===== src/design/vector_to_yaw_pitch_unit_defines.svh =====
// Assertion macros for the vector to yaw/pitch unit.
`ifndef VECTOR_TO_YAW_PITCH_UNIT_DEFINES_SVH
`define VECTOR_TO_YAW_PITCH_UNIT_DEFINES_SVH

// Implication checked on every rising edge outside reset.
`define VTYP_ASSERT_IMP(label, ante, cons, msg) \
  label: assert property (@(posedge clk) disable iff (rst) (ante) |-> (cons)) \
    else $error(msg);

// Condition that holds on every rising edge outside reset.
`define VTYP_ASSERT_ALWAYS(label, cond, msg) \
  label: assert property (@(posedge clk) disable iff (rst) (cond)) \
    else $error(msg);

`endif


===== src/design/vtyp_pkg.sv =====
// Shared constants, types and the arctangent table of the vector to yaw/pitch unit.
package vtyp_pkg;

  localparam int COORD_BITS    = 24;
  localparam int CORDIC_STAGES = 20;
  localparam int GUARD_SHIFT   = 41 - COORD_BITS;

  localparam int CW      = 44;
  localparam int AW      = 32;
  localparam int RW      = AW - 13;
  localparam int STAGE_W = 5;
  localparam int YAW_W   = 16;
  localparam int PITCH_W = 17;

  localparam int GAIN_W = 20;
  localparam int MAG_W  = CW - 1;
  localparam int LO_W   = 21;
  localparam int HI_W   = MAG_W - LO_W;
  localparam int PROD_W = MAG_W + GAIN_W;

  localparam int LATENCY = 2 * CORDIC_STAGES + 4;

  localparam logic [GAIN_W-1:0]   INV_GAIN      = 20'd636751;
  localparam logic signed [AW-1:0] HALF_TURN_ANG = 32'sd188743680;
  localparam logic signed [AW-1:0] ROUND_BIAS    = 32'sd4096;
  localparam logic signed [RW-1:0] FULL_TURN     = 19'sd46080;
  localparam logic signed [RW-1:0] QUARTER_TURN  = 19'sd11520;
  localparam logic signed [RW-1:0] THREE_QUARTER = 19'sd34560;

  typedef struct packed {
    logic [CW-1:0] z;
    logic [AW-1:0] ang;
    logic          hz;
    logic          xzero;
    logic          ypos;
    logic          zpos;
  } side_t;

  typedef struct packed {
    logic [CW-1:0] x;
    logic [CW-1:0] y;
    logic [AW-1:0] ang;
    side_t         side;
  } cordic_t;

  // atan(2^-i) in 2^-20 degree
  function automatic logic [AW-1:0] atan_entry(input logic [STAGE_W-1:0] idx);
    logic [AW-1:0] v;
    case (idx)
      5'd0:    v = 32'd47185920;
      5'd1:    v = 32'd27855475;
      5'd2:    v = 32'd14718068;
      5'd3:    v = 32'd7471121;
      5'd4:    v = 32'd3750058;
      5'd5:    v = 32'd1876857;
      5'd6:    v = 32'd938658;
      5'd7:    v = 32'd469357;
      5'd8:    v = 32'd234682;
      5'd9:    v = 32'd117342;
      5'd10:   v = 32'd58671;
      5'd11:   v = 32'd29335;
      5'd12:   v = 32'd14668;
      5'd13:   v = 32'd7334;
      5'd14:   v = 32'd3667;
      5'd15:   v = 32'd1833;
      5'd16:   v = 32'd917;
      5'd17:   v = 32'd458;
      5'd18:   v = 32'd229;
      5'd19:   v = 32'd115;
      5'd20:   v = 32'd57;
      5'd21:   v = 32'd29;
      5'd22:   v = 32'd14;
      5'd23:   v = 32'd7;
      5'd24:   v = 32'd4;
      5'd25:   v = 32'd2;
      5'd26:   v = 32'd1;
      default: v = 32'd0;
    endcase
    return v;
  endfunction

endpackage


===== src/design/vtyp_gain.sv =====
// Gain compensation of the horizontal length, two partial products over two stages.
module vtyp_gain (
  input  logic              clk,
  input  logic              rst,
  input  logic              in_valid,
  input  vtyp_pkg::cordic_t in_data,
  output logic              out_valid,
  output vtyp_pkg::cordic_t out_data
);

  logic [vtyp_pkg::LO_W-1:0]                   mag_lo;
  logic [vtyp_pkg::HI_W-1:0]                   mag_hi;
  logic [vtyp_pkg::LO_W+vtyp_pkg::GAIN_W-1:0]  prod_lo;
  logic [vtyp_pkg::HI_W+vtyp_pkg::GAIN_W-1:0]  prod_hi;
  vtyp_pkg::side_t                             side_in;
  vtyp_pkg::side_t                             side;
  logic                                        mid_valid;
  logic [vtyp_pkg::PROD_W-1:0]                 sum;
  vtyp_pkg::cordic_t                           data_next;

  // x is never negative after the yaw rotations
  assign mag_lo = in_data.x[vtyp_pkg::LO_W-1:0];
  assign mag_hi = in_data.x[vtyp_pkg::MAG_W-1:vtyp_pkg::LO_W];

  // yaw angle rides along in the side data
  always_comb begin
    side_in     = in_data.side;
    side_in.ang = in_data.ang;
  end

  always_ff @(posedge clk) begin
    if (rst) begin
      mid_valid <= 1'b0;
      out_valid <= 1'b0;
    end else begin
      mid_valid <= in_valid;
      out_valid <= mid_valid;
    end
  end

  always_ff @(posedge clk) begin
    prod_lo  <= mag_lo * vtyp_pkg::INV_GAIN;
    prod_hi  <= mag_hi * vtyp_pkg::INV_GAIN;
    side     <= side_in;
    out_data <= data_next;
  end

  always_comb begin
    sum = {prod_hi, {vtyp_pkg::LO_W{1'b0}}} + {{vtyp_pkg::HI_W{1'b0}}, prod_lo};
    data_next      = '0;
    data_next.x    = {1'b0, sum[vtyp_pkg::PROD_W-1:vtyp_pkg::GAIN_W]};
    data_next.y    = side.z;
    data_next.ang  = '0;
    data_next.side = side;
  end

endmodule


===== config.mk =====
export PLATFORM = sky130hd
export DESIGN_NAME = vtyp_gain
export DESIGN_NICKNAME = d
export VERILOG_FILES = /design/src/design/vector_to_yaw_pitch_unit_defines.svh /design/src/design/vtyp_pkg.sv /design/src/design/vtyp_gain.sv
export SDC_FILE = /design/constraint.sdc
export NUM_CORES = 1
export LEC_CHECK = 0
export ABC_AREA = 1
export BUFFER_PORTS_ARGS = -buffer_cell sky130_fd_sc_hd__buf_2
export CORE_AREA = 2 2 200 242
export DETAILED_ROUTE_END_ITERATION = 8
export DIE_AREA = 0 0 202 244
export PLACE_DENSITY = 0.87
export SYNTH_ARGS = -nofsm -noshare
export SYNTH_HDL_FRONTEND = slang
export SYNTH_SLANG_ARGS = --single-unit

===== constraint.sdc =====
create_clock -name clk -period 8.7 [get_ports clk]
set_input_delay 2.61 -clock clk [delete_from_list [all_inputs] [get_ports clk]]
set_output_delay 2.61 -clock clk [all_outputs]
set_load 0.05 [all_outputs]

==> qor.txt <==
Drt first pass iters -> 7
FFs w/ async S/R, synth -> 0%
CTS tree -> done
Die Height -> 244 µm
CP max FO -> 5
Avg WL per Cell -> 16.63 µm
Maxcap violations -> 0
Fin util -> 65.49%
Final hold vios -> 0
Startpoint Class -> input port
Number of synthesized flops with an enable pin -> 0
Layout cells sized above 1 -> 11.38%
Setup TNS -> 0 ps
YS warnings -> 0
Total CTS buffers -> 26
Post-CTS sizing -> 0
Routed vias -> 21320
Worst path max stage delay -> 560 ps
Fin crit share -> 89.68%
Worst R2R End -> out_data[189]
Crit path buf inv count -> 6
Ys flop type -> dfxtp_1
Clk slew on worst S/H paths -> 80 ps
Slew Limit Fails -> 0
Syn_area_per_cell -> 8.442 µm²
Critical path capture point type -> flop
Initial detailed-routing violation count -> 1201
Starting density of the core -> 59.67%
Post-synthesis instance area -> 27870 µm²
Final wirelength -> 70280 µm
Maximum root-to-sink buffer count -> 3
Layout Area Growth over Synthesis -> 9.757%
WP data required -> 9140 ps
Setup Skew -> 14.89 ps
Nets -> 4575
Final GP Congestion -> 0.9798
PnR worst setup slack -> 898.2 ps
Mapped Cells -> 3301
Setup Viol. Count Final -> 0
Pre-CTS setup slack -> 458.1 ps
Post-synth top area cell -> fa_1
Rel. slew slack -> 62.18%
Global-route wire length before repair -> 112500 µm
HP Class -> flop to flop
Library cells used by synthesis -> 35
Sequential cell area -> 5365 µm²
Worst Tran Pin Value -> 566.7 ps
Worst skew pair latency -> 540 ps
Top post-synthesis cells by area -> fa_1, dfxtp_1, ha_1
Multi-input gate area in the final layout -> 18440 µm²
Seq/Total Area, Yosys -> 19.25%
Total grt overflow -> 0
PortBufs -> 293
Row Count -> 87
IO Pins -> 404
Largest net degree at the start of global routing -> 17
Die W -> 202 µm
CP max-delay cell -> fa_1
WP depth -> 22
Die area -> 49290 µm²
Avg Vias per Cell -> 5.046
Post-route cell area -> 30580 µm²
Cts hold-fix bufs -> 0
Delay-heaviest family, CP -> adder cells
Status -> complete, no violations
CTS Sinks -> 268
Most frequent cell after synthesis -> inv_1
Fillers -> 3689
Setup Crit Path Kind -> input port to flop
Post-synth top area share -> 28.81%
DP HPWL -> 61490 µm
CP Data Arrival Time -> 8240 ps
Commonest cells in the netlist -> inv_1, nand2_1, fa_1
Drt drc -> 0
Clock root buffer -> clkbuf_16
Fmax -> 128.2 MHz
CP startpoint -> in_data[166]
Post-CTS setup buffers -> 0
Unrepaired setup endpoints after global routing -> no
Reg2Reg Launch Point -> prod_lo[21]
Minimum clock period -> 7802 ps
Vias in the first global route -> 22320
H-tree levels -> 1
Crit path cell chain -> buf_2 > inv_1 > fa_1 > fa_1 > fa_1 > inv_1 > fa_1 > fa_1 > fa_1 > inv_1 > fa_1 > inv_1 > ha_1 > nand2_1 > inv_1 > nand2_1 > nor2_1 > nand4_1 > nand3_1 > nand2_1 > nand3_1 > nand2_1
Post-Place Cell Area -> 29700 µm²
GRT Total Usage -> 29.10%
Most used cell, CP -> fa_1
Initial antenna violation count -> 0
Core box area -> 46700 µm²
Routed Antenna Nets -> 0
Worst r2r path cells -> 13
Number of synthesized register bits -> 268
CP endpoint -> prod_lo[37]
Reg2Reg Setup Slack -> 6560 ps
==> through the flow <==
stage | hold WS (ps) | std cells
finish | 325.2 | 4226
global route | 324.0 | 4225
CTS | 323.9 | 4225
detailed placement | 312.1 | 4178
global placement | 309.7 | 4178
floorplan | 309.6 | 3333
==> logic make-up (layout without fill, tap and decap cells) <==
kind of cell,Yosys count,count (layout),synth area share (%)
buffers and inverters,1038,1307,15.02
adders and majority gates,789,789,46.23
other,1,34,0.01346
and+or+nand+nor,1021,1021,15.33
DFF,268,268,19.25
xor gates and xnor gates,54,54,1.724
AOI/OAI and AO/OA,130,130,2.429
==> metal layers <==
layer  GRT usage, %  vias up  wire, µm
met3          3.132      249      3436
li1               -    10180         -
met1          33.87    10110     26410
met2          52.84      788     36410
met5              0        -         0
met4          15.03        0      4027
==> sequential cells by signal, indices dropped and copies added (netlist names) <==
| register | flops |
|---|---|
| prod_lo | 21 |
| out_data | 123 |
| out_valid | 1 |
| prod_hi | 42 |
| mid_valid | 1 |
| data_next | 80 |
==> cell usage in the layout (no fill, tap or decap), types with 16 or more instances in the layout <==
| master | instances |
|---|---|
| buf_2 | 293 |
| ha_1 | 388 |
| o21ai_0 | 35 |
| dfxtp_1 | 268 |
| nand2_1 | 681 |
| a21oi_1 | 81 |
| clkbuf_16 | 26 |
| conb_1 | 33 |
| nor2_2 | 16 |
| nand3_1 | 91 |
| fa_1 | 401 |
| xor2_1 | 42 |
| nor3_1 | 26 |
| inv_1 | 954 |
| nand2_2 | 25 |
| nor2_1 | 143 |
==> layout make-up <==
class / count / area share [%]
Clock buffer: 29 / 2.230
Antenna cell: 1 / 0.008182
Multi-Input combinational cell: 2027 / 60.28
Tap cell: 623 / 2.549
Clock inverter: 18 / 0.6586
Sequential cell: 268 / 17.54
Inverter: 961 / 11.79
Timing Repair Buffer: 299 / 4.942
==> worst reg2reg max path: stages (launching register included) <==
cell and delay [ps]:
dfxtp_1 320, ha_1 190, inv_1 70, fa_1 410
inv_1 70, nand3_1 130, nand2_1 220, nand2_1 100
nand2_2 110, nand2_1 80, nand3_2 140, nand2_1 70
nand2_1 60, nand2_1 70
==> how the worst min path moves through the flow <==
stage	from	end	slack [ps]	cells after the start
2_1_floorplan	data_next[0]	out_data[0]	310	0
3_3_place_gp	data_next[26]	out_data[26]	310	0
3_5_place_dp	data_next[19]	out_data[19]	310	0
4_1_cts	data_next[59]	out_data[59]	320	0
5_1_grt	data_next[12]	out_data[12]	320	0
6_report	data_next[7]	out_data[7]	330	0
Power is left out: the tool's default activity adds up to more than one toggle a clock period on the data nets, which glitch-free logic cannot reach.
