==> config.mk <==
export PLATFORM = sky130hd
export DESIGN_NAME = vtyp_cell
export DESIGN_NICKNAME = d
export VERILOG_FILES = /design/src/design/vector_to_yaw_pitch_unit_defines.svh /design/src/design/vtyp_pkg.sv /design/src/design/vtyp_cell.sv
export SDC_FILE = /design/constraint.sdc
export NUM_CORES = 1
export LEC_CHECK = 0
export BUFFER_PORTS_ARGS = -buffer_cell sky130_fd_sc_hd__buf_4
export CORE_MARGIN = 5
export CORE_UTILIZATION = 40
export DETAILED_ROUTE_END_ITERATION = 7
export HOLD_SLACK_MARGIN = 0.15
export SLEW_MARGIN = 20
export SYNTH_ARGS = -nofsm -noshare
export SYNTH_HDL_FRONTEND = slang
export SYNTH_SLANG_ARGS = --single-unit
==> constraint.sdc <==
create_clock -name clk -period 7.43 [get_ports clk]
set_input_delay 1.1145 -clock clk [delete_from_list [all_inputs] [get_ports clk]]
set_output_delay 1.1145 -clock clk [all_outputs]
set_load 0.02 [all_outputs]
==> src/design/vector_to_yaw_pitch_unit_defines.svh <==
// Assertion macros for the vector to yaw/pitch unit.
`ifndef VECTOR_TO_YAW_PITCH_UNIT_DEFINES_SVH
`define VECTOR_TO_YAW_PITCH_UNIT_DEFINES_SVH

// Implication checked on every rising edge outside reset.
`define VTYP_ASSERT_IMP(label, ante, cons, msg) \
  label: assert property (@(posedge clk) disable iff (rst) (ante) |-> (cons)) \
    else $error(msg);

// Condition that holds on every rising edge outside reset.
`define VTYP_ASSERT_ALWAYS(label, cond, msg) \
  label: assert property (@(posedge clk) disable iff (rst) (cond)) \
    else $error(msg);

`endif

==> src/design/vtyp_pkg.sv <==
// Shared constants, types and the arctangent table of the vector to yaw/pitch unit.
package vtyp_pkg;

  localparam int COORD_BITS    = 24;
  localparam int CORDIC_STAGES = 20;
  localparam int GUARD_SHIFT   = 41 - COORD_BITS;

  localparam int CW      = 44;
  localparam int AW      = 32;
  localparam int RW      = AW - 13;
  localparam int STAGE_W = 5;
  localparam int YAW_W   = 16;
  localparam int PITCH_W = 17;

  localparam int GAIN_W = 20;
  localparam int MAG_W  = CW - 1;
  localparam int LO_W   = 21;
  localparam int HI_W   = MAG_W - LO_W;
  localparam int PROD_W = MAG_W + GAIN_W;

  localparam int LATENCY = 2 * CORDIC_STAGES + 4;

  localparam logic [GAIN_W-1:0]   INV_GAIN      = 20'd636751;
  localparam logic signed [AW-1:0] HALF_TURN_ANG = 32'sd188743680;
  localparam logic signed [AW-1:0] ROUND_BIAS    = 32'sd4096;
  localparam logic signed [RW-1:0] FULL_TURN     = 19'sd46080;
  localparam logic signed [RW-1:0] QUARTER_TURN  = 19'sd11520;
  localparam logic signed [RW-1:0] THREE_QUARTER = 19'sd34560;

  typedef struct packed {
    logic [CW-1:0] z;
    logic [AW-1:0] ang;
    logic          hz;
    logic          xzero;
    logic          ypos;
    logic          zpos;
  } side_t;

  typedef struct packed {
    logic [CW-1:0] x;
    logic [CW-1:0] y;
    logic [AW-1:0] ang;
    side_t         side;
  } cordic_t;

  // atan(2^-i) in 2^-20 degree
  function automatic logic [AW-1:0] atan_entry(input logic [STAGE_W-1:0] idx);
    logic [AW-1:0] v;
    case (idx)
      5'd0:    v = 32'd47185920;
      5'd1:    v = 32'd27855475;
      5'd2:    v = 32'd14718068;
      5'd3:    v = 32'd7471121;
      5'd4:    v = 32'd3750058;
      5'd5:    v = 32'd1876857;
      5'd6:    v = 32'd938658;
      5'd7:    v = 32'd469357;
      5'd8:    v = 32'd234682;
      5'd9:    v = 32'd117342;
      5'd10:   v = 32'd58671;
      5'd11:   v = 32'd29335;
      5'd12:   v = 32'd14668;
      5'd13:   v = 32'd7334;
      5'd14:   v = 32'd3667;
      5'd15:   v = 32'd1833;
      5'd16:   v = 32'd917;
      5'd17:   v = 32'd458;
      5'd18:   v = 32'd229;
      5'd19:   v = 32'd115;
      5'd20:   v = 32'd57;
      5'd21:   v = 32'd29;
      5'd22:   v = 32'd14;
      5'd23:   v = 32'd7;
      5'd24:   v = 32'd4;
      5'd25:   v = 32'd2;
      5'd26:   v = 32'd1;
      default: v = 32'd0;
    endcase
    return v;
  endfunction

endpackage

==> src/design/vtyp_cell.sv <==
// One registered CORDIC vectoring iteration.
module vtyp_cell (
  input  logic                          clk,
  input  logic                          rst,
  input  logic [vtyp_pkg::STAGE_W-1:0]  stage,
  input  logic                          in_valid,
  input  vtyp_pkg::cordic_t             in_data,
  output logic                          out_valid,
  output vtyp_pkg::cordic_t             out_data
);

  logic signed [vtyp_pkg::CW-1:0] x, y, dx, dy;
  logic signed [vtyp_pkg::AW-1:0] a, da;
  vtyp_pkg::cordic_t              data_next;

  always_comb begin
    x  = $signed(in_data.x);
    y  = $signed(in_data.y);
    a  = $signed(in_data.ang);
    dx = y >>> stage;
    dy = x >>> stage;
    da = $signed(vtyp_pkg::atan_entry(stage));
    data_next = in_data;
    if (!y[vtyp_pkg::CW-1]) begin
      data_next.x   = x + dx;
      data_next.y   = y - dy;
      data_next.ang = a + da;
    end else begin
      data_next.x   = x - dx;
      data_next.y   = y + dy;
      data_next.ang = a - da;
    end
  end

  always_ff @(posedge clk) begin
    if (rst) begin
      out_valid <= 1'b0;
    end else begin
      out_valid <= in_valid;
    end
  end

  always_ff @(posedge clk) begin
    out_data <= data_next;
  end

endmodule

==> run summary <==
======================================================================================================
Worst setup path endpoint ............................................................... out_data[199]
Bufs on Longest Clock Path ..............................................................            3
Non-Filler Instances ....................................................................         3850
Number of endpoints with negative hold slack in the final report ........................            0
Cell count after placement ..............................................................         3813
Clock tree from TritonCTS ...............................................................        built
Worst Path Class, Setup .................................................................    in -> reg
Count of clock tree sinks ...............................................................          201
Arr. time, crit path ....................................................................      7.53 ns
Final Max Slew Viols ....................................................................            0
Number of buffers inserted to repair setup after CTS ....................................            0
Post-route cell area ....................................................................    28200 um2
Max-cap violations ......................................................................            0
Layout fillers ..........................................................................         4710
Chip width ..............................................................................       236 um
H-tree levels ...........................................................................            1
Number of cells on the critical path ....................................................           26
Cell leakage power ......................................................................      12.8 nW
Net count of the mapped netlist .........................................................         2722
Launching instance or port of the critical path .........................................     stage[0]
Number of failing setup endpoints in the final timing report ............................            0
Leftover overflow at the end of global routing ..........................................            0
Y dimension of the die ..................................................................       236 um
Worst slew margin relative to its limit .................................................        25.6%
Main synth FF type ...................................................................... sky130_fd_sc_hd__dfxtp_1
Wire length of the first global-routing pass ............................................       139 mm
Via Count ...............................................................................        22853
Met2 wirelength from detailed routing ...................................................      42.1 mm
Antenna violations before repair ........................................................            1
Async S/R FF share, synth ...............................................................           0%
Tot GR Track Use ........................................................................        31.5%
Rows ....................................................................................           82
Actual slew at the worst max-slew pin ...................................................      1.11 ns
DRC violations left .....................................................................            0
Per-cell via count in the routed design .................................................         5.94
Mean post-synth cell area ...............................................................     8.59 um2
Highest routed metal layer ..............................................................         met5
Maximum number of pins on one net before global-route repair ............................           92
Routed wire per std cell ................................................................      24.1 um
Areal power density over the cells ......................................................   220 nW/um2
Leading post-synthesis cells by cell area ............................................... sky130_fd_sc_hd__dfxtp_1, sky130_fd_sc_hd__mux4_2, sky130_fd_sc_hd__ha_1
Number of clock buffers inserted by TritonCTS ...........................................           23
Proportion of netlist area held by the largest area contributor .........................        19.7%
Final net count .........................................................................         3512
Critical-path top delay cell ............................................................ sky130_fd_sc_hd__mux4_2
Sort of element at the start of the critical path .......................................   input port
Unrepaired setup endpoints after global routing .........................................           no
Core footprint ..........................................................................    50300 um2
Layout overhead on the synthesized area .................................................        38.4%
Effective utilization at floorplan ......................................................        40.6%
Clock transition at the register clock pins on the worst setup and hold paths after CTS .      0.06 ns
Cell variety after synth ................................................................           96
Yosys reg bits ..........................................................................          201
Critical Path End Type ..................................................................    flip-flop
Ys Warns ................................................................................            0
Total buffers and inverters traversed by the critical path ..............................            7
Peak per-stage delay on the critical path ...............................................      0.59 ns
Area enclosed by the die boundary .......................................................    55600 um2
Number of buffer cells added on primary ports ...........................................          408
Most frequent cell on the critical path ................................................. sky130_fd_sc_hd__buf_4
EDFF count, synth .......................................................................            0
Post-synthesis cell type with the largest combined area ................................. sky130_fd_sc_hd__dfxtp_1
Fraction of layout instances using a drive strength above 1 .............................        35.8%
Post-cts resize count ...................................................................            0
Sequential cell area ....................................................................     4020 um2
Final Critical Period ...................................................................      7.11 ns
Most common library cells after synthesis ............................................... sky130_fd_sc_hd__dfxtp_1, sky130_fd_sc_hd__nor2_1, sky130_fd_sc_hd__a21oi_1
Final period util .......................................................................        95.6%
DP HPWL .................................................................................      75.6 mm
Data required, critical path ............................................................      7.85 ns
Via count of the first global-routing pass ..............................................        22385
Worst supply voltage drop on vdd ........................................................     0.230 mV
Summed instance area of the synthesized netlist .........................................    20400 um2
Type of the most critical hold path .....................................................    in -> reg
WL final ................................................................................      92.9 mm
First DRT Iteration DRCs ................................................................         2402
Multi-input gate area in the final layout ...............................................    15500 um2
I/O pin count ...........................................................................          409
Pre-antenna DRT Iters ...................................................................            6
Kind of cell with the highest combined delay on the critical path ....................... compound AO/OA/AOI/OAI gates
Status ..................................................................................    completed
DR WL met3 ..............................................................................      8.96 mm
Number of standard cells after synthesis ................................................         2376
Maximum net fanout on the critical path .................................................           31
Pwr Total ...............................................................................      6.22 mW
F_max ...................................................................................      141 MHz
CTS root buffer ......................................................................... sky130_fd_sc_hd__clkbuf_16
Met1 wire length ........................................................................      37.8 mm
Number of buffers inserted for hold repair after clock tree synthesis ...................            0
Final weighted congestion in routability-driven placement ...............................         1.04
Count of antenna diodes in the layout ...................................................            0
Antenna Violating Nets Remaining ........................................................            0
Post-DP Area ............................................................................    27500 um2
Part of the Yosys area used for sequential elements .....................................        19.7%
Cell with the most instances after synthesis ............................................ sky130_fd_sc_hd__dfxtp_1
======================================================================================================
-- cell families after synthesis --
family,Yosys count,synth area share [%]
and+or+nand+nor,715,17.6
AOI/OAI and AO/OA,685,22.0
muxes,242,19.5
buffers and inverters,202,4.27
DFF,201,19.7
xor gates and xnor gates,193,8.36
adders and majority gates,138,8.57
-- worst min-delay path by stage --
stage,from,endpoint,slack (ns),cells past startpoint
after CTS,in_data[47],out_data[47],0.64,1
after floorplan,in_data[0],out_data[0],1.14,0
after global routing,in_data[36],out_data[36],0.64,1
final,in_data[47],out_data[47],0.67,1
after global placement,in_data[24],out_data[24],1.22,1
after detailed placement,in_data[34],out_data[34],1.22,1
-- cell type report --
cell class / count / area share, %
well taps: 672 / 2.98
clock buffers: 28 / 2.14
clock inverters: 9 / 0.483
repair buffers: 906 / 24.4
flip-flops and latches: 201 / 14.3
multi-input cells: 1973 / 54.9
inverters: 61 / 0.811
-- metal layers --
layer,global-route usage (%),vias up
li1,-,10520
met1,41.5,10931
met2,51.2,1202
met3,6.86,198
met4,11.0,2
met5,0,-
-- flip-flops by register name, indices dropped and copies added (netlist names) --
name,cells
out_valid,1
out_data,200
-- report_power, final --
group	switching (mW)	leakage, nW	internal (mW)
logic	1.95	10.8	1.66
clock network	0.452	0.343	0.678
registers	0.0860	1.70	1.39
-- metrics by stage --
step	hold WS [ns]	util, %	TNS, ns	setup WS, ns
2_1_floorplan	1.14	-	0	0.328
3_3_place_gp	1.22	54.7	-0.776	-0.207
3_5_place_dp	1.22	54.7	-3.14	-0.381
4_1_cts	0.639	56.1	0	0.198
5_1_grt	0.641	56.2	0	0.0209
6_report	0.667	56.2	0	0.323
-- cells in the final DEF (no fill, tap or decap), drive strengths merged, types with 36 or more instances in the layout --
master / n
a21o: 56
nand3: 45
mux4: 119
nand2: 183
ha: 135
nor3: 59
inv: 59
o21ai: 134
mux2: 45
nand2b: 36
a31oi: 37
nor2b: 39
xor2: 61
dfxtp: 201
mux2i: 78
buf: 906
xnor2: 131
a21oi: 184
nor2: 191
No activity file was read; power rests on OpenSTA's default activity.
