===== src/design/vector_to_yaw_pitch_unit_defines.svh =====
// Assertion macros for the vector to yaw/pitch unit.
`ifndef VECTOR_TO_YAW_PITCH_UNIT_DEFINES_SVH
`define VECTOR_TO_YAW_PITCH_UNIT_DEFINES_SVH

// Implication checked on every rising edge outside reset.
`define VTYP_ASSERT_IMP(label, ante, cons, msg) \
  label: assert property (@(posedge clk) disable iff (rst) (ante) |-> (cons)) \
    else $error(msg);

// Condition that holds on every rising edge outside reset.
`define VTYP_ASSERT_ALWAYS(label, cond, msg) \
  label: assert property (@(posedge clk) disable iff (rst) (cond)) \
    else $error(msg);

`endif


===== src/design/vtyp_pkg.sv =====
// Shared constants, types and the arctangent table of the vector to yaw/pitch unit.
package vtyp_pkg;

  localparam int COORD_BITS    = 24;
  localparam int CORDIC_STAGES = 20;
  localparam int GUARD_SHIFT   = 41 - COORD_BITS;

  localparam int CW      = 44;
  localparam int AW      = 32;
  localparam int RW      = AW - 13;
  localparam int STAGE_W = 5;
  localparam int YAW_W   = 16;
  localparam int PITCH_W = 17;

  localparam int GAIN_W = 20;
  localparam int MAG_W  = CW - 1;
  localparam int LO_W   = 21;
  localparam int HI_W   = MAG_W - LO_W;
  localparam int PROD_W = MAG_W + GAIN_W;

  localparam int LATENCY = 2 * CORDIC_STAGES + 4;

  localparam logic [GAIN_W-1:0]   INV_GAIN      = 20'd636751;
  localparam logic signed [AW-1:0] HALF_TURN_ANG = 32'sd188743680;
  localparam logic signed [AW-1:0] ROUND_BIAS    = 32'sd4096;
  localparam logic signed [RW-1:0] FULL_TURN     = 19'sd46080;
  localparam logic signed [RW-1:0] QUARTER_TURN  = 19'sd11520;
  localparam logic signed [RW-1:0] THREE_QUARTER = 19'sd34560;

  typedef struct packed {
    logic [CW-1:0] z;
    logic [AW-1:0] ang;
    logic          hz;
    logic          xzero;
    logic          ypos;
    logic          zpos;
  } side_t;

  typedef struct packed {
    logic [CW-1:0] x;
    logic [CW-1:0] y;
    logic [AW-1:0] ang;
    side_t         side;
  } cordic_t;

  // atan(2^-i) in 2^-20 degree
  function automatic logic [AW-1:0] atan_entry(input logic [STAGE_W-1:0] idx);
    logic [AW-1:0] v;
    case (idx)
      5'd0:    v = 32'd47185920;
      5'd1:    v = 32'd27855475;
      5'd2:    v = 32'd14718068;
      5'd3:    v = 32'd7471121;
      5'd4:    v = 32'd3750058;
      5'd5:    v = 32'd1876857;
      5'd6:    v = 32'd938658;
      5'd7:    v = 32'd469357;
      5'd8:    v = 32'd234682;
      5'd9:    v = 32'd117342;
      5'd10:   v = 32'd58671;
      5'd11:   v = 32'd29335;
      5'd12:   v = 32'd14668;
      5'd13:   v = 32'd7334;
      5'd14:   v = 32'd3667;
      5'd15:   v = 32'd1833;
      5'd16:   v = 32'd917;
      5'd17:   v = 32'd458;
      5'd18:   v = 32'd229;
      5'd19:   v = 32'd115;
      5'd20:   v = 32'd57;
      5'd21:   v = 32'd29;
      5'd22:   v = 32'd14;
      5'd23:   v = 32'd7;
      5'd24:   v = 32'd4;
      5'd25:   v = 32'd2;
      5'd26:   v = 32'd1;
      default: v = 32'd0;
    endcase
    return v;
  endfunction

endpackage


===== src/design/vtyp_out.sv =====
// Rounding, wrapping and special cases of the two angles into the result registers.
module vtyp_out (
  input  logic                                clk,
  input  logic                                rst,
  input  logic                                in_valid,
  input  vtyp_pkg::cordic_t                   in_data,
  output logic                                result_strobe,
  output logic signed [vtyp_pkg::PITCH_W-1:0] pitch_deg,
  output logic [vtyp_pkg::YAW_W-1:0]          yaw_deg
);

  logic signed [vtyp_pkg::AW-1:0] yaw_biased, pitch_biased;
  logic signed [vtyp_pkg::RW-1:0] yaw_r, pitch_r, yaw_next, pitch_next, pitch_neg;

  always_comb begin
    yaw_biased   = $signed(in_data.side.ang) + vtyp_pkg::ROUND_BIAS;
    pitch_biased = $signed(in_data.ang) + vtyp_pkg::ROUND_BIAS;
    yaw_r        = yaw_biased[vtyp_pkg::AW-1:13];
    pitch_r      = pitch_biased[vtyp_pkg::AW-1:13];

    if (in_data.side.hz) begin
      yaw_next = '0;
    end else if (in_data.side.xzero) begin
      yaw_next = in_data.side.ypos ? vtyp_pkg::QUARTER_TURN : vtyp_pkg::THREE_QUARTER;
    end else if (yaw_r < 0) begin
      yaw_next = yaw_r + vtyp_pkg::FULL_TURN;
    end else if (yaw_r >= vtyp_pkg::FULL_TURN) begin
      yaw_next = yaw_r - vtyp_pkg::FULL_TURN;
    end else begin
      yaw_next = yaw_r;
    end

    if (in_data.side.hz) begin
      pitch_next = in_data.side.zpos ? vtyp_pkg::QUARTER_TURN : vtyp_pkg::THREE_QUARTER;
    end else if (pitch_r < 0) begin
      pitch_next = pitch_r + vtyp_pkg::FULL_TURN;
    end else begin
      pitch_next = pitch_r;
    end
    pitch_neg = -pitch_next;
  end

  always_ff @(posedge clk) begin
    if (rst) begin
      result_strobe <= 1'b0;
    end else begin
      result_strobe <= in_valid;
    end
  end

  always_ff @(posedge clk) begin
    yaw_deg   <= yaw_next[vtyp_pkg::YAW_W-1:0];
    pitch_deg <= pitch_neg[vtyp_pkg::PITCH_W-1:0];
  end

endmodule


===== config.mk =====
export PLATFORM = sky130hd
export DESIGN_NAME = vtyp_out
export DESIGN_NICKNAME = d
export VERILOG_FILES = /design/src/design/vector_to_yaw_pitch_unit_defines.svh /design/src/design/vtyp_pkg.sv /design/src/design/vtyp_out.sv
export SDC_FILE = /design/constraint.sdc
export NUM_CORES = 1
export LEC_CHECK = 0
export BUFFER_PORTS_ARGS = -buffer_cell sky130_fd_sc_hd__buf_2
export CORE_MARGIN = 2
export CORE_UTILIZATION = 35
export CTS_CLUSTER_DIAMETER = 30
export CTS_CLUSTER_SIZE = 28
export DETAILED_ROUTE_END_ITERATION = 6
export PLACE_DENSITY_LB_ADDON = 0.05
export SKIP_LAST_GASP = 1
export SYNTH_ARGS = -nofsm -noshare
export SYNTH_HDL_FRONTEND = slang
export SYNTH_SLANG_ARGS = --single-unit
export TNS_END_PERCENT = 50

===== constraint.sdc =====
create_clock -name clk -period 2.31 [get_ports clk]
set_input_delay 0 -clock clk [delete_from_list [all_inputs] [get_ports clk]]
set_output_delay 0 -clock clk [all_outputs]
set_load 0.01 [all_outputs]

==> flow_summary_export.csv <==
group,metric,value,unit
sta,period_share,95.05,%
floorplanning,core,0.007647,sq mm
clock_tree,cts_max_level,2,
route,wl,8581,microns
synthesis,synth_edf_count,0,
layout,num-nets-final,718,
run,maxCapViolations,0,
clock_tree,cts_num_sinks,34,
sta,max_freq,0.4555,GHz
pwr,finalPower,1676,uW
route,drtIter0Drc,109,
route,viasPerCell,5.132,
global_routing,track_usage,19.95,%
layout,drive_gt1_share,42.75,%
sta,fin_ws,114.4,ps
pwr,power_density,410.8,mW/mm^2
critical_path,worst_path_max_delay_cell,"nor4_1",
route,drc_errors,0,
critical_path,slowest_delay,430,ps
sta,hold_violations,0,
worst_hold_path,hold_path.class,"in -> reg",
critical_path,critPathTopFamily,"simple AND/OR/NAND/NOR gates",
synthesis,synth_area_leaders,"dfxtp_1, xor2_1, xnor2_1",
critical_path,worst_ep_arrival_time,2380,ps
floorplanning,row_count,32,
sta,setup_tns,0,ps
sta,finalSetupViolCount,0,
clock_tree,clk_pin_slew,70,ps
global_routing,grt_max_degree,16,
route,dr.pass1.iters,4,
synthesis,async_flop_share,0,%
floorplanning,dieWidth,92.20,microns
synthesis,ys_seq_area_share,25.00,%
layout,area_growth_syn_to_layout,49.86,%
layout,antennaDiodeCount,0,
global_routing,grt.overflow.total,0,
route,wire_per_inst,14.02,microns
synthesis,syn_inst,340,
critical_path,worst_ep_required_time,2490,ps
global_routing,grt_pass1_wl,13770,microns
critical_path,critical_path_class,"in -> reg",
synthesis,ys.flop_type,"dfxtp_1",
sta,tightest_slew,512.2,ps
synthesis,yosysTopAreaCell,"dfxtp_1",
synthesis,synth_top_area_share,25.00,%
floorplanning,die_area,0.008501,sq mm
sta,slew_headroom,65.77,%
clock_tree,numCtsBuffers,5,
floorplanning,dieHeight,92.20,microns
global_routing,grt_pass1_vias,3010,
critical_path,crit_chain,"buf_2 > nand4_1 > buf_4 > o31a_1 > buf_4 > nor4_1 > o31ai_2 > a32oi_2 > o21ai_4 > nor4b_2 > nor4_1",
placement,numPortBuffers,80,
sta,slew_viol_final,0,
route,ant_nets,0,
synthesis,ys_ff_latch,34,
route,vias,3141,
synthesis,syn_area,0.002723,sq mm
synthesis,synthDistinctLibCells,68,
critical_path,cp-end-kind,"register",
critical_path,critical_path.max_fanout,7,
placement,dp_slack,-257.1,ps
global_routing,antenna_found_initial,0,
floorplanning,io_pins,237,
synthesis,avgSynthCellArea,8.008,sq um
placement,dp_cells,601,
placement,dp.final_hpwl,7042,microns
placement,finalWeightedCongestion,0.8882,
synthesis,synth_nets,549,
clock_tree,cts_buffer_depth,2,
clock_tree,cts_tree,"built",
layout,fin_cells,612,
clock_tree,cts_root_buf,"clkbuf_8",
sta,finalCriticalPeriod,2196,ps
critical_path,worst-path-buf-inv,3,
critical_path,setup.worst_path.start_class,"input port",
sta,rsz0062_at_grt,"true",
floorplanning,start_util,35.60,%
pwr,power_leakage,0.001779,uW
status,status,"finished, final reports clean",
synthesis,yosysWarnings,0,
sta,holdWs,68.04,ps
pwr,vdd_ir_drop_max,0.3061,mV
==> cell families (layout without fill, tap and decap cells) <==
logic type | count (synthesis) | in the layout | synth area share (%)
AOI/OAI and AO/OA | 73 | 73 | 19.99
xor gates and xnor gates | 48 | 48 | 15.44
adders and majority gates | 6 | 6 | 2.757
buffers and inverters | 23 | 193 | 3.309
DFF | 34 | 34 | 25.00
muxes | 2 | 2 | 0.7812
and+or+nand+nor | 154 | 154 | 32.72
==> where the power goes <==
group	internal (uW)	switching [uW]	leakage, uW
combinational	262	296	0.00145
sequential	640	16.4	0.000283
clock	240	222	0.0000472
==> path summary, 6_finish.rpt <==
kind	cells past startpoint	slack, ps	endpoint	startpoint
max	11	110	yaw_deg[11]	in_data[22]
min	3	70	yaw_deg[11]	in_data[1]
==> layer usage <==
metal	global-route usage [%]	routed length, microns	vias to the layer above
li1	-	-	1608
met1	26.03	3995	1457
met2	34.87	4213	71
met3	3.944	336	5
met4	2.736	37	0
met5	0	0	-
==> synthesized netlist by cell type, types with 3 or more instances <==
cell type / instances
dfxtp_1: 34
nor2_1: 33
nand2_1: 29
xor2_1: 26
xnor2_1: 22
a21oi_1: 15
nand3_1: 12
nand4_1: 12
clkbuf_1: 11
nor4_1: 11
inv_1: 9
nor3_1: 9
o21ai_0: 7
ha_1: 6
or3_1: 6
and3_1: 5
o211ai_1: 5
a211oi_1: 4
a21o_1: 4
and2_1: 4
nor4b_1: 4
o31a_1: 4
or4_1: 4
a31oi_1: 3
a32oi_1: 3
buf_2: 3
nor2b_1: 3
o21ai_2: 3
or3_2: 3
==> cells in the final DEF (no fill, tap or decap), drive strengths merged, types with 4 or more instances in the layout <==
cell type and instances:
a211oi 5, nand4 13, nand2 29, and3 5, o21ai 10, nor4 12, xor2 26, nor4b 4
o31a 5, o211ai 6, or4 6, nor2 33, clkbuf 6, inv 9, or3 10, a21o 4
nand3 14, nor3 11, ha 6, buf 174, xnor2 22, and2 5, dfxtp 34, a21oi 16
==> repair_timing <==
| item | 4_1_cts | 5_1_grt |
|---|---|---|
| hold endpoints to repair | 1 | 0 |
| resized for setup | 0 | 8 |
| setup buffers | 0 | 1 |
| endpoints found under the setup margin | 0 | 7 |
| hold buffers | 2 | 0 |
==> state kept, by name, summed over array words and instances, names as in the netlist <==
name and flops:
result_strobe 1, pitch_deg 17, yaw_deg 16
==> worst min-delay path, cell delays in order <==
cell and delay (ps):
buf_2 120, a21oi_1 120, nor4_1 60
==> final cells by class <==
class / count / area, sq um
Clock inverter: 2 / 12.51
Fill cell: 757 / 3567
Timing Repair Buffer: 176 / 1126
Inverter: 9 / 33.78
Multi-Input combinational cell: 283 / 2017
Clock buffer: 6 / 82.58
Sequential cell: 34 / 680.7
Tap cell: 102 / 127.6
==> stage by stage <==
step / instance area [sq um] / util, %
6_report: 4080 / 53.35
5_1_grt: 4080 / 53.35
4_1_cts: 4021 / 52.59
3_5_place_dp: 3906 / 51.08
3_3_place_gp: 3906 / 51.08
2_1_floorplan: 2736 / -
No activity file was read; power rests on OpenSTA's default activity.
